==> src/rtl/core/d96a_pkg.sv <==
package d96a_pkg;

  localparam int MANT_BITS   = 96;
  localparam int MAX_SCALE   = 28;
  localparam int MAX_RESULTS = 32;

  localparam int CONV_BITS  = (MANT_BITS > 96) ? 96 : MANT_BITS;
  localparam int NUM_DIGITS = (CONV_BITS * 30103) / 100000 + 1;
  localparam int BCD_W      = NUM_DIGITS * 4;
  localparam int CNT_W      =
    $clog2(((NUM_DIGITS > MAX_SCALE) ? NUM_DIGITS : MAX_SCALE) + 1);
  localparam int STEP_W     = $clog2(CONV_BITS + 1);
  localparam int EMIT_W     = $clog2(MAX_RESULTS + 1);

  localparam logic [7:0] ASCII_ZERO  = 8'h30;
  localparam logic [7:0] ASCII_MINUS = 8'h2D;
  localparam logic [7:0] ASCII_POINT = 8'h2E;
  localparam logic [7:0] ASCII_NL    = 8'h0A;
  localparam logic [7:0] ASCII_NUL   = 8'h00;

  typedef struct packed {
    logic [63:0] mant_low;
    logic [31:0] mant_high;
    logic [7:0]  scale;
    logic        negative;
    logic [3:0]  value_type;
  } num_t;

  typedef struct packed {
    logic [7:0] character;
    logic       last;
    logic       error;
  } text_t;

  typedef enum logic [1:0] {
    CMD_HOLD,
    CMD_LOAD,
    CMD_STEP,
    CMD_SHIFT
  } dab_cmd_t;

  typedef struct packed {
    dab_cmd_t               cmd;
    logic [CONV_BITS-1:0]   mant;
  } dab_ctrl_t;

  typedef enum logic [2:0] {
    ST_IDLE,
    ST_CONV,
    ST_NORM,
    ST_SIGN,
    ST_ZERO,
    ST_BODY,
    ST_NL,
    ST_ERR
  } seq_state_t;

endpackage

==> src/rtl/core/d96a_dabble.sv <==
module d96a_dabble import d96a_pkg::*; (
  input  logic       clk,
  input  dab_ctrl_t  ctrl,
  output logic [3:0] top_digit
);

  logic [CONV_BITS-1:0] bin;
  logic [CONV_BITS-1:0] bin_next;
  logic [BCD_W-1:0]     bcd;
  logic [BCD_W-1:0]     bcd_next;
  logic [BCD_W-1:0]     bcd_adj;

  always_comb begin
    for (int d = 0; d < NUM_DIGITS; d++) begin
      if (bcd[d*4 +: 4] >= 4'd5) begin
        bcd_adj[d*4 +: 4] = bcd[d*4 +: 4] + 4'd3;
      end else begin
        bcd_adj[d*4 +: 4] = bcd[d*4 +: 4];
      end
    end
    bin_next = bin;
    bcd_next = bcd;
    case (ctrl.cmd)
      CMD_LOAD: begin
        bin_next = ctrl.mant;
        bcd_next = '0;
      end
      CMD_STEP: begin
        bcd_next = {bcd_adj[BCD_W-2:0], bin[CONV_BITS-1]};
        bin_next = {bin[CONV_BITS-2:0], 1'b0};
      end
      CMD_SHIFT: begin
        bcd_next = {bcd[BCD_W-5:0], 4'd0};
      end
      default: begin
      end
    endcase
  end

  always_ff @(posedge clk) begin
    bin <= bin_next;
    bcd <= bcd_next;
  end

  assign top_digit = bcd[BCD_W-1 -: 4];

endmodule

==> src/rtl/core/d96a_obuf.sv <==
module d96a_obuf import d96a_pkg::*; (
  input  logic  clk,
  input  logic  rst,
  input  logic  push,
  input  text_t push_item,
  output logic  free,
  output logic  text_valid,
  input  logic  text_stall,
  output text_t text
);

  assign free = !text_valid || !text_stall;

  always_ff @(posedge clk) begin
    if (rst) begin
      text_valid <= 1'b0;
    end else if (free) begin
      text_valid <= push;
    end
  end

  always_ff @(posedge clk) begin
    if (push && free) begin
      text <= push_item;
    end
  end

endmodule

==> src/rtl/core/d96a_seq.sv <==
module d96a_seq import d96a_pkg::*; (
  input  logic       clk,
  input  logic       rst,
  input  logic       num_valid,
  output logic       num_stall,
  input  num_t       num,
  input  logic [3:0] top_digit,
  output dab_ctrl_t  ctrl,
  input  logic       free,
  output logic       push,
  output text_t      push_item
);

  seq_state_t        state, state_next;
  logic [STEP_W-1:0] step_cnt, step_cnt_next;
  logic [CNT_W-1:0]  dig_left, dig_left_next;
  logic [CNT_W-1:0]  int_left, int_left_next;
  logic [CNT_W-1:0]  pad, pad_next;
  logic [CNT_W-1:0]  scale, scale_next;
  logic [EMIT_W-1:0] emit_cnt, emit_cnt_next;
  logic              point_pending, point_pending_next;
  logic              neg, neg_next;
  logic              lead_zero, lead_zero_next;
  logic [95:0]       mant_full;
  logic              bad;

  assign mant_full = {num.mant_high, num.mant_low};
  assign bad = (num.value_type != 4'd0) || (num.scale > 8'(MAX_SCALE));

  always_ff @(posedge clk) begin
    if (rst) begin
      state <= ST_IDLE;
    end else begin
      state <= state_next;
    end
  end

  always_ff @(posedge clk) begin
    step_cnt      <= step_cnt_next;
    dig_left      <= dig_left_next;
    int_left      <= int_left_next;
    pad           <= pad_next;
    scale         <= scale_next;
    emit_cnt      <= emit_cnt_next;
    point_pending <= point_pending_next;
    neg           <= neg_next;
    lead_zero     <= lead_zero_next;
  end

  always_comb begin
    state_next         = state;
    step_cnt_next      = step_cnt;
    dig_left_next      = dig_left;
    int_left_next      = int_left;
    pad_next           = pad;
    scale_next         = scale;
    emit_cnt_next      = emit_cnt;
    point_pending_next = point_pending;
    neg_next           = neg;
    lead_zero_next     = lead_zero;
    ctrl.cmd           = CMD_HOLD;
    ctrl.mant          = mant_full[CONV_BITS-1:0];
    push               = 1'b0;
    push_item          = '0;
    num_stall          = (state != ST_IDLE);

    case (state)
      ST_IDLE: begin
        if (num_valid) begin
          emit_cnt_next = '0;
          neg_next      = num.negative;
          scale_next    = num.scale[CNT_W-1:0];
          if (bad) begin
            state_next = ST_ERR;
          end else begin
            ctrl.cmd      = CMD_LOAD;
            step_cnt_next = STEP_W'(CONV_BITS);
            state_next    = ST_CONV;
          end
        end
      end
      ST_CONV: begin
        ctrl.cmd      = CMD_STEP;
        step_cnt_next = step_cnt - 1'b1;
        if (step_cnt == STEP_W'(1)) begin
          dig_left_next = CNT_W'(NUM_DIGITS);
          state_next    = ST_NORM;
        end
      end
      ST_NORM: begin
        if (top_digit == 4'd0 && dig_left != CNT_W'(1)) begin
          ctrl.cmd      = CMD_SHIFT;
          dig_left_next = dig_left - 1'b1;
        end else begin
          if (scale >= dig_left) begin
            lead_zero_next     = 1'b1;
            pad_next           = scale - dig_left;
            int_left_next      = '0;
            point_pending_next = 1'b1;
          end else begin
            lead_zero_next     = 1'b0;
            pad_next           = '0;
            int_left_next      = dig_left - scale;
            point_pending_next = (scale != '0);
          end
          state_next = ST_SIGN;
        end
      end
      ST_SIGN: begin
        if (!neg) begin
          state_next = lead_zero ? ST_ZERO : ST_BODY;
        end else if (free) begin
          push                = 1'b1;
          push_item.character = ASCII_MINUS;
          state_next          = lead_zero ? ST_ZERO : ST_BODY;
        end
      end
      ST_ZERO: begin
        if (free) begin
          push                = 1'b1;
          push_item.character = ASCII_ZERO;
          state_next          = ST_BODY;
        end
      end
      ST_BODY: begin
        if (free) begin
          push = 1'b1;
          if (point_pending && int_left == '0) begin
            push_item.character = ASCII_POINT;
            point_pending_next  = 1'b0;
          end else if (pad != '0) begin
            push_item.character = ASCII_ZERO;
            pad_next            = pad - 1'b1;
          end else begin
            push_item.character = ASCII_ZERO + {4'd0, top_digit};
            ctrl.cmd            = CMD_SHIFT;
            dig_left_next       = dig_left - 1'b1;
            if (int_left != '0) begin
              int_left_next = int_left - 1'b1;
            end
            if (dig_left == CNT_W'(1)) begin
              state_next = ST_NL;
            end
          end
        end
      end
      ST_NL: begin
        if (free) begin
          push                = 1'b1;
          push_item.character = ASCII_NL;
          push_item.last      = 1'b1;
          state_next          = ST_IDLE;
        end
      end
      ST_ERR: begin
        if (free) begin
          push                = 1'b1;
          push_item.character = ASCII_NUL;
          push_item.last      = 1'b1;
          push_item.error     = 1'b1;
          state_next          = ST_IDLE;
        end
      end
      default: begin
        state_next = ST_IDLE;
      end
    endcase

    if (push) begin
      emit_cnt_next = emit_cnt + 1'b1;
      if (emit_cnt == EMIT_W'(MAX_RESULTS - 1)) begin
        state_next = ST_IDLE;
      end
    end
  end

endmodule

==> src/rtl/core/decimal96_to_ascii_top.sv <==
// Renders a scaled decimal number (96-bit unsigned mantissa, power-of-ten
// scale, sign, type code) as ASCII text, one character per transfer.
// Input channel num: num_valid/num_stall with a num_t payload. One number
// is taken at a time; num_stall stays high from the transfer until the
// newline (or the error result) has been loaded into the output register.
// Output channel text: text_valid/text_stall with a text_t payload. The
// last flag marks the newline; an invalid type or a scale above the limit
// gives one result with error and last set and a NUL character.
// Conversion: a load, 96 double-dabble steps on the shared BCD shift-add
// unit, leading-zero normalization, then one character per cycle while
// the receiver accepts.
// A stalled receiver holds the output register and freezes the character
// sequencer; nothing is dropped. Reset clears the sequencer and the output
// valid; the next number may arrive the cycle after reset drops.
module decimal96_to_ascii_top import d96a_pkg::*; (
  input  logic  clk,
  input  logic  rst,
  input  logic  num_valid,
  output logic  num_stall,
  input  num_t  num,
  output logic  text_valid,
  input  logic  text_stall,
  output text_t text
);

  dab_ctrl_t  ctrl;
  logic [3:0] top_digit;
  logic       free;
  logic       push;
  text_t      push_item;

  d96a_seq u_seq (
    .clk       (clk),
    .rst       (rst),
    .num_valid (num_valid),
    .num_stall (num_stall),
    .num       (num),
    .top_digit (top_digit),
    .ctrl      (ctrl),
    .free      (free),
    .push      (push),
    .push_item (push_item)
  );

  d96a_dabble u_dabble (
    .clk       (clk),
    .ctrl      (ctrl),
    .top_digit (top_digit)
  );

  d96a_obuf u_obuf (
    .clk        (clk),
    .rst        (rst),
    .push       (push),
    .push_item  (push_item),
    .free       (free),
    .text_valid (text_valid),
    .text_stall (text_stall),
    .text       (text)
  );

endmodule

==> config.mk <==
export PLATFORM = sky130hd
export DESIGN_NAME = decimal96_to_ascii_top
export DESIGN_NICKNAME = d
export VERILOG_FILES = /design/src/rtl/core/d96a_pkg.sv /design/src/rtl/core/d96a_dabble.sv /design/src/rtl/core/d96a_obuf.sv /design/src/rtl/core/d96a_seq.sv /design/src/rtl/core/decimal96_to_ascii_top.sv
export SDC_FILE = /design/constraint.sdc
export NUM_CORES = 1
export LEC_CHECK = 0
export BUFFER_PORTS_ARGS = -buffer_cell sky130_fd_sc_hd__buf_2
export CAP_MARGIN = 10
export CORE_MARGIN = 4
export CORE_UTILIZATION = 55
export DETAILED_ROUTE_END_ITERATION = 16
export GPL_ROUTABILITY_DRIVEN = 0
export PLACE_DENSITY = 0.85
export SETUP_SLACK_MARGIN = 0.15
export SYNTH_ARGS = -nofsm -noshare
export SYNTH_HDL_FRONTEND = slang
export SYNTH_SLANG_ARGS = --single-unit
==> constraint.sdc <==
create_clock -name clk -period 4.8 [get_ports clk]
set_input_delay 1.2 -clock clk [delete_from_list [all_inputs] [get_ports clk]]
set_output_delay 1.2 -clock clk [all_outputs]
set_load 0.02 [all_outputs]
Yosys cells after proc, flatten, opt, wreduce, memory -nomap -nowiden
Index checks and enable logic that the tools add are counted.
{"block": "totals", "regBits": 262, "in_bits": 113, "out_inout_bits": 12, "word_cells": 240}
{"block": "classes", "n_addsub": 37, "order_cmp": 31, "n_eq_ne": 25, "n_mux": 98, "n_bitwise": 1, "reduce_logical": 32}
{"operator": "case mux 116 bit (3 select lines)", "n": 1}
{"operator": "case mux 96 bit (2 select lines)", "n": 1}
{"operator": "greater-or-equal comparator 4 x 3 -> 1 bit, second input constant", "n": 29}
{"operator": "adder 4 x 2 -> 4 bit, second input constant", "n": 28}
{"operator": "two-way mux 4 bit", "n": 28}
{"operator": "two-way mux 5 bit", "n": 17}
{"operator": "two-way mux 3 bit", "n": 15}
{"operator": "case mux 8 bit (5 select lines)", "n": 1}
{"operator": "two-way mux 8 bit", "n": 4}
{"operator": "two-way mux 6 bit", "n": 5}
{"operator": "case mux 3 bit (7 select lines)", "n": 1}
{"operator": "case mux 5 bit (2 select lines)", "n": 2}
{"operator": "case mux 5 bit (3 select lines)", "n": 1}
{"operator": "nonzero test 5 bit", "n": 3}
{"operator": "subtractor 5 x 1 -> 5 bit, second input constant", "n": 3}
{"operator": "two-way mux 7 bit", "n": 2}
{"operator": "case mux 7 bit (2 select lines)", "n": 1}
{"operator": "equality test 3 bit, second input constant", "n": 4}
{"operator": "two-way mux 2 bit", "n": 6}
{"operator": "!= test 2 x 1 -> 1 bit, second input constant", "n": 6}
{"operator": "AND reduction 6 bit", "n": 2}
{"operator": "!= test 2 bit, second input constant", "n": 5}
{"operator": "nonzero test 2 bit", "n": 5}
{"operator": "subtractor 5 bit", "n": 2}
{"operator": "32 further kinds", "n": 52}

Depth between registers and ports, before layout
{"block": "depth", "word_depth": 8, "ltp_mapped": 12, "depth_no_buf": 9}

By module
From an unflattened synthesis, not the netlist that was laid out.
{"block": "hier_totals", "cells_unflattened": 1424, "hier_area_um2": 16004.1}
{"module": "d96a_dabble", "instances": 1, "cells_each": 1040, "area_per_inst_um2": 12253.0, "seq_area_each_um2": 6366.1}
{"module": "d96a_seq", "instances": 1, "cells_each": 369, "area_per_inst_um2": 3412.0, "seq_area_each_um2": 1141.1}
{"module": "d96a_obuf", "instances": 1, "cells_each": 15, "area_per_inst_um2": 339.1, "seq_area_each_um2": 320.3}

Least setup slack after synthesis
No wires, ideal clock.
{"block": "synth_path", "kind": "input port to flip-flop", "startpoint": "input port text_stall", "endpoint": "register u_dabble.bcd[0], enable pin", "setup_ps": 469, "arrival_time_ps": 4459, "required_time_ps": 4331, "slack_ps": -128, "stages": 7, "n_path_buf": 1, "cell_sequence": "and2_1 > clkbuf_2 > nor2_1 > a21oi_2 > and2_1 > ha_1 > inv_1"}
{"block": "synth_via", "elab_chain_len": 6, "elab_cells_between_ends": 8, "classes_between": "eq/ne: 3; mux: 2; reduce/logical: 3"}
{"element": "start: declaration", "line": "decimal96_to_ascii_top.sv:22", "source": "input logic text_stall,"}
{"element": "zero test 1 bit *", "line": "d96a_obuf.sv:12", "source": "assign free = !text_valid || !text_stall;"}
{"element": "logical OR 1 bit *", "line": "d96a_obuf.sv:12"}
{"element": "two-way mux 2 bit *", "line": "d96a_seq.sv:126", "source": "if (free) begin"}
{"element": "case mux 2 bit (4 select lines) *", "line": "d96a_seq.sv:67", "source": "case (state)"}
{"element": "equality test 2 x 1 -> 1 bit / equality test 2 bit (equally long branches)", "line": "d96a_dabble.sv:23", "source": "case (ctrl.cmd)"}
{"element": "nonzero test 3 bit (no source line) *"}
{"element": "end signal: assignment", "line": "d96a_dabble.sv:42", "source": "bcd <= bcd_next;"}
{"element": "end: declaration", "line": "d96a_dabble.sv:9", "source": "logic [BCD_W-1:0] bcd;"}
Mark *: on every way between the ends. The rest lies on a longest branch, timed or not.
A chain may end at the register's enable or synchronous reset.

Worst setup path after layout
{"block": "layout_path", "startpoint": "register u_seq.state[2]", "endpoint": "register u_dabble.bin[50], enable pin"}
{"block": "layout_via", "elab_chain_len": 4, "elab_cells_between_ends": 8, "classes_between": "eq/ne: 5; mux: 1; reduce/logical: 2"}
{"element": "start: declaration", "line": "d96a_seq.sv:14", "source": "seq_state_t state, state_next;"}
{"element": "start signal: assignment", "line": "d96a_seq.sv:34", "source": "state <= state_next;"}
{"element": "equality test 3 bit (tied with other cells)", "line": "d96a_seq.sv:67"}
{"element": "case mux 2 bit (4 select lines) *", "line": "d96a_seq.sv:67"}
{"element": "equality test 2 x 1 -> 1 bit / equality test 2 bit (equally long branches)", "line": "d96a_dabble.sv:23"}
{"element": "nonzero test 2 bit (no source line) *"}
{"element": "end signal: assignment", "line": "d96a_dabble.sv:41", "source": "bin <= bin_next;"}
{"element": "end: declaration", "line": "d96a_dabble.sv:7", "source": "logic [CONV_BITS-1:0] bin;"}
Marked as above.

==> summary.txt <==
largest net degree at the start of global routing - 90
post_cts resized - 0
Placeable Area - 26000 um2
first-pass GRT wire length - 47.8 mm
Worst Clk Skew - 22.9 ps
Distinct cells, synth - 70
Slew @ Worst Pin - 762 ps
highest-count cells in the layout ignoring fill and taps - edfxtp_1 (256), buf_2 (122), nand2_1 (101)
Avg WL per Cell - 17.1 um
Synth area leaders - edfxtp_1 (53%), mux2_2 (7.5%), ha_1 (6.9%), o21ai_0 (2.7%), nand2_1 (2.6%)
average cell area after synthesis - 11.8 um2
min-delay worst type - flop to flop
share of cells above drive strength 1 - 0.214
peak supply drop - 0.406 mV
max_slew headroom - 0.487
outcome - completed
Tcrit/Tclk final - 0.753
synthesized netlist cell count - 1225
post-synth top area share - 0.530
worst path arrival time - 3870 ps
Setup-failing EPs final - 0
Inserted Clock Buffers - 27
Setup Fix Bufs, Post-CTS - 0
Detailed Routing Iterations Pass 1 - 5
crit path max-delay cell type - dfxtp_1
Clock Tree Buf Depth - 3
Sum Neg Setup Slack - 0 ps
row cnt - 59
clock sinks - 260
sequential area share after synthesis - 0.536
root buf cell - clkbuf_16
FF-to-FF path depth - 7
slowest cell delay on critical path - 740 ps
clk_lat worst skew - 540 ps
number of max-cap violations - 0
FMAX - 277 MHz
critical path data required time - 5060 ps
Synth Flop Type - edfxtp_1
Critical Path Start Type - flop
DR iter-0 viols - 871
pwr dens - 552 nW/um2
unrepaired setup endpoints after global routing - no
CTS Hold Bufs - 0
P&R area growth vs syn - 12.9%
Via density - 5.80
vias in the first global route - 9848
leak pwr - 6.12 nW
GRT overflow - 0
TritonCTS clock tree - done
Post-synth EDFFs - 256
H-tree lvl count - 1
yosys synthesis warning count - 0
Die Height - 170 um
area leader, netlist - edfxtp_1
Slew Limit Fails - 0
GRT Util Overall - 0.196
mapped cell area - 14500 um2
Fin. Hold Viols - 0
io pins - 125
Critical Path Fanout Max - 62
die width - 170 um
hold path cells - 1
clock slew at reported path FFs - 60 ps
via count - 9822
post-route DRC violation count - 0
Yosys reg bits - 260
initial antenna violation count - 1
CP Class - flop to flop
Die Footprint - 29000 um2
Initial Util - 0.558
detailed placer's ending HPWL - 19.0 mm
Layout Nets - 1534
PortBufs - 122
ys async rst share - 0
crit path cell chain - nand3b_2, nor2_1, a21oi_2, and2_1, ha_1, clkinv_2, buf_12
most common cell after layout, fill and taps aside - edfxtp_1
fin util - 0.630
Crit. End Element - flop
post-route ant nets - 0
minimum clock period - 3610 ps
drt total wl - 29.0 mm
synth_stat cells (all sizes together), types with 17 or more instances:
library cell,instances
edfxtp,256
nand2,101
inv,97
mux2,97
o21ai,82
ha,80
a21oi,76
nor2,42
xnor2,41
nand2b,38
clkbuf,32
a22o,28
mux2i,26
a31oi,20
nor3,20
xor2,19
buf,18
nor3b,17
report_power, final:
part | switching (mW) | total [mW] | internal [mW]
registers | 0.508 | 4.02 | 3.51
logic | 1.67 | 2.91 | 1.25
clock network | 0.861 | 2.10 | 1.24
total | 3.04 | 9.03 | 6.00
final cells by class:
class	instances	area [um2]
fill	1915	9620
sequential	260	7770
inverter	98	378
timing repair buffer	134	763
clock buffer	31	691
tap	335	419
antenna	1	2.50
clock inverter	17	184
multi-input combinational	818	6160
worst max-delay path: cells and delay by family (launching register included):
kind,cells,cell delay [ps]
AOI/OAI and AO/OA,1,150
adders and majority gates,1,310
buffers and inverters,2,900
DFF,1,740
and+or+nand+nor,3,1170
routing by layer:
layer / vias to the layer above / track usage / wire [um] / share of wire
met1: 4720 / 0.254 / 12200 / 0.42
met5: - / 0 / 0 / 0
met3: 51 / 0.0367 / 1740 / 0.060
met4: 0 / 0.0569 / 712 / 0.025
met2: 292 / 0.338 / 14300 / 0.49
li1: 4759 / - / - / -
registers in the layout (all words and copies together), names as in the netlist:
| name | cells |
|---|---|
| u_seq.pad | 5 |
| u_dabble.bcd | 116 |
| u_seq.emit_cnt | 6 |
| u_seq.dig_left | 5 |
| u_seq.step_cnt | 7 |
| u_obuf.text | 8 |
| u_seq.int_left | 5 |
| u_seq.neg | 1 |
| u_obuf.text_valid | 1 |
| u_dabble.bin | 96 |
| u_seq.state | 3 |
| u_seq.scale | 5 |
| u_seq.point_pending | 1 |
| u_seq.lead_zero | 1 |
worst paths after layout:
check / startpoint / to / slack [ps]
hold reg to reg: u_dabble.bin[48]$_DFFE_PP_ / u_dabble.bin[49]$_DFFE_PP_ / 540
setup reg to reg: u_seq.state[2]$_SDFF_PP0_ / u_dabble.bin[50]$_DFFE_PP_ / 1190
hold / removal: u_dabble.bin[48]$_DFFE_PP_ / u_dabble.bin[49]$_DFFE_PP_ / 540
setup / recovery: u_seq.state[2]$_SDFF_PP0_ / u_dabble.bin[50]$_DFFE_PP_ / 1190
per-stage QoR:
step                      std cells  power [mW]  setup slack (ps)  cell area, um2  hold WS (ps)
final                          1694        9.03              1190           16400           544
after global routing           1694        9.58               955           16400           554
after CTS                      1693        9.06              1260           16400           543
after detailed placement       1645        6.92               962           15500           534
after global placement         1645        6.75              1050           15500           525
after floorplan                1226        6.17               171           14500           503
cells by family after synthesis:
family | Yosys count | synth area share
AND/OR/NAND/NOR | 260 | 0.0921
adder cells (fa/ha/maj) | 82 | 0.0718
other | 1 | 0.000259
buffers and inverters | 148 | 0.0413
AO/OA/AOI/OAI | 291 | 0.129
XOR/XNOR | 60 | 0.0363
multiplexers | 123 | 0.0933
flip-flops | 260 | 0.536
No activity file was read; power rests on OpenSTA's default activity.
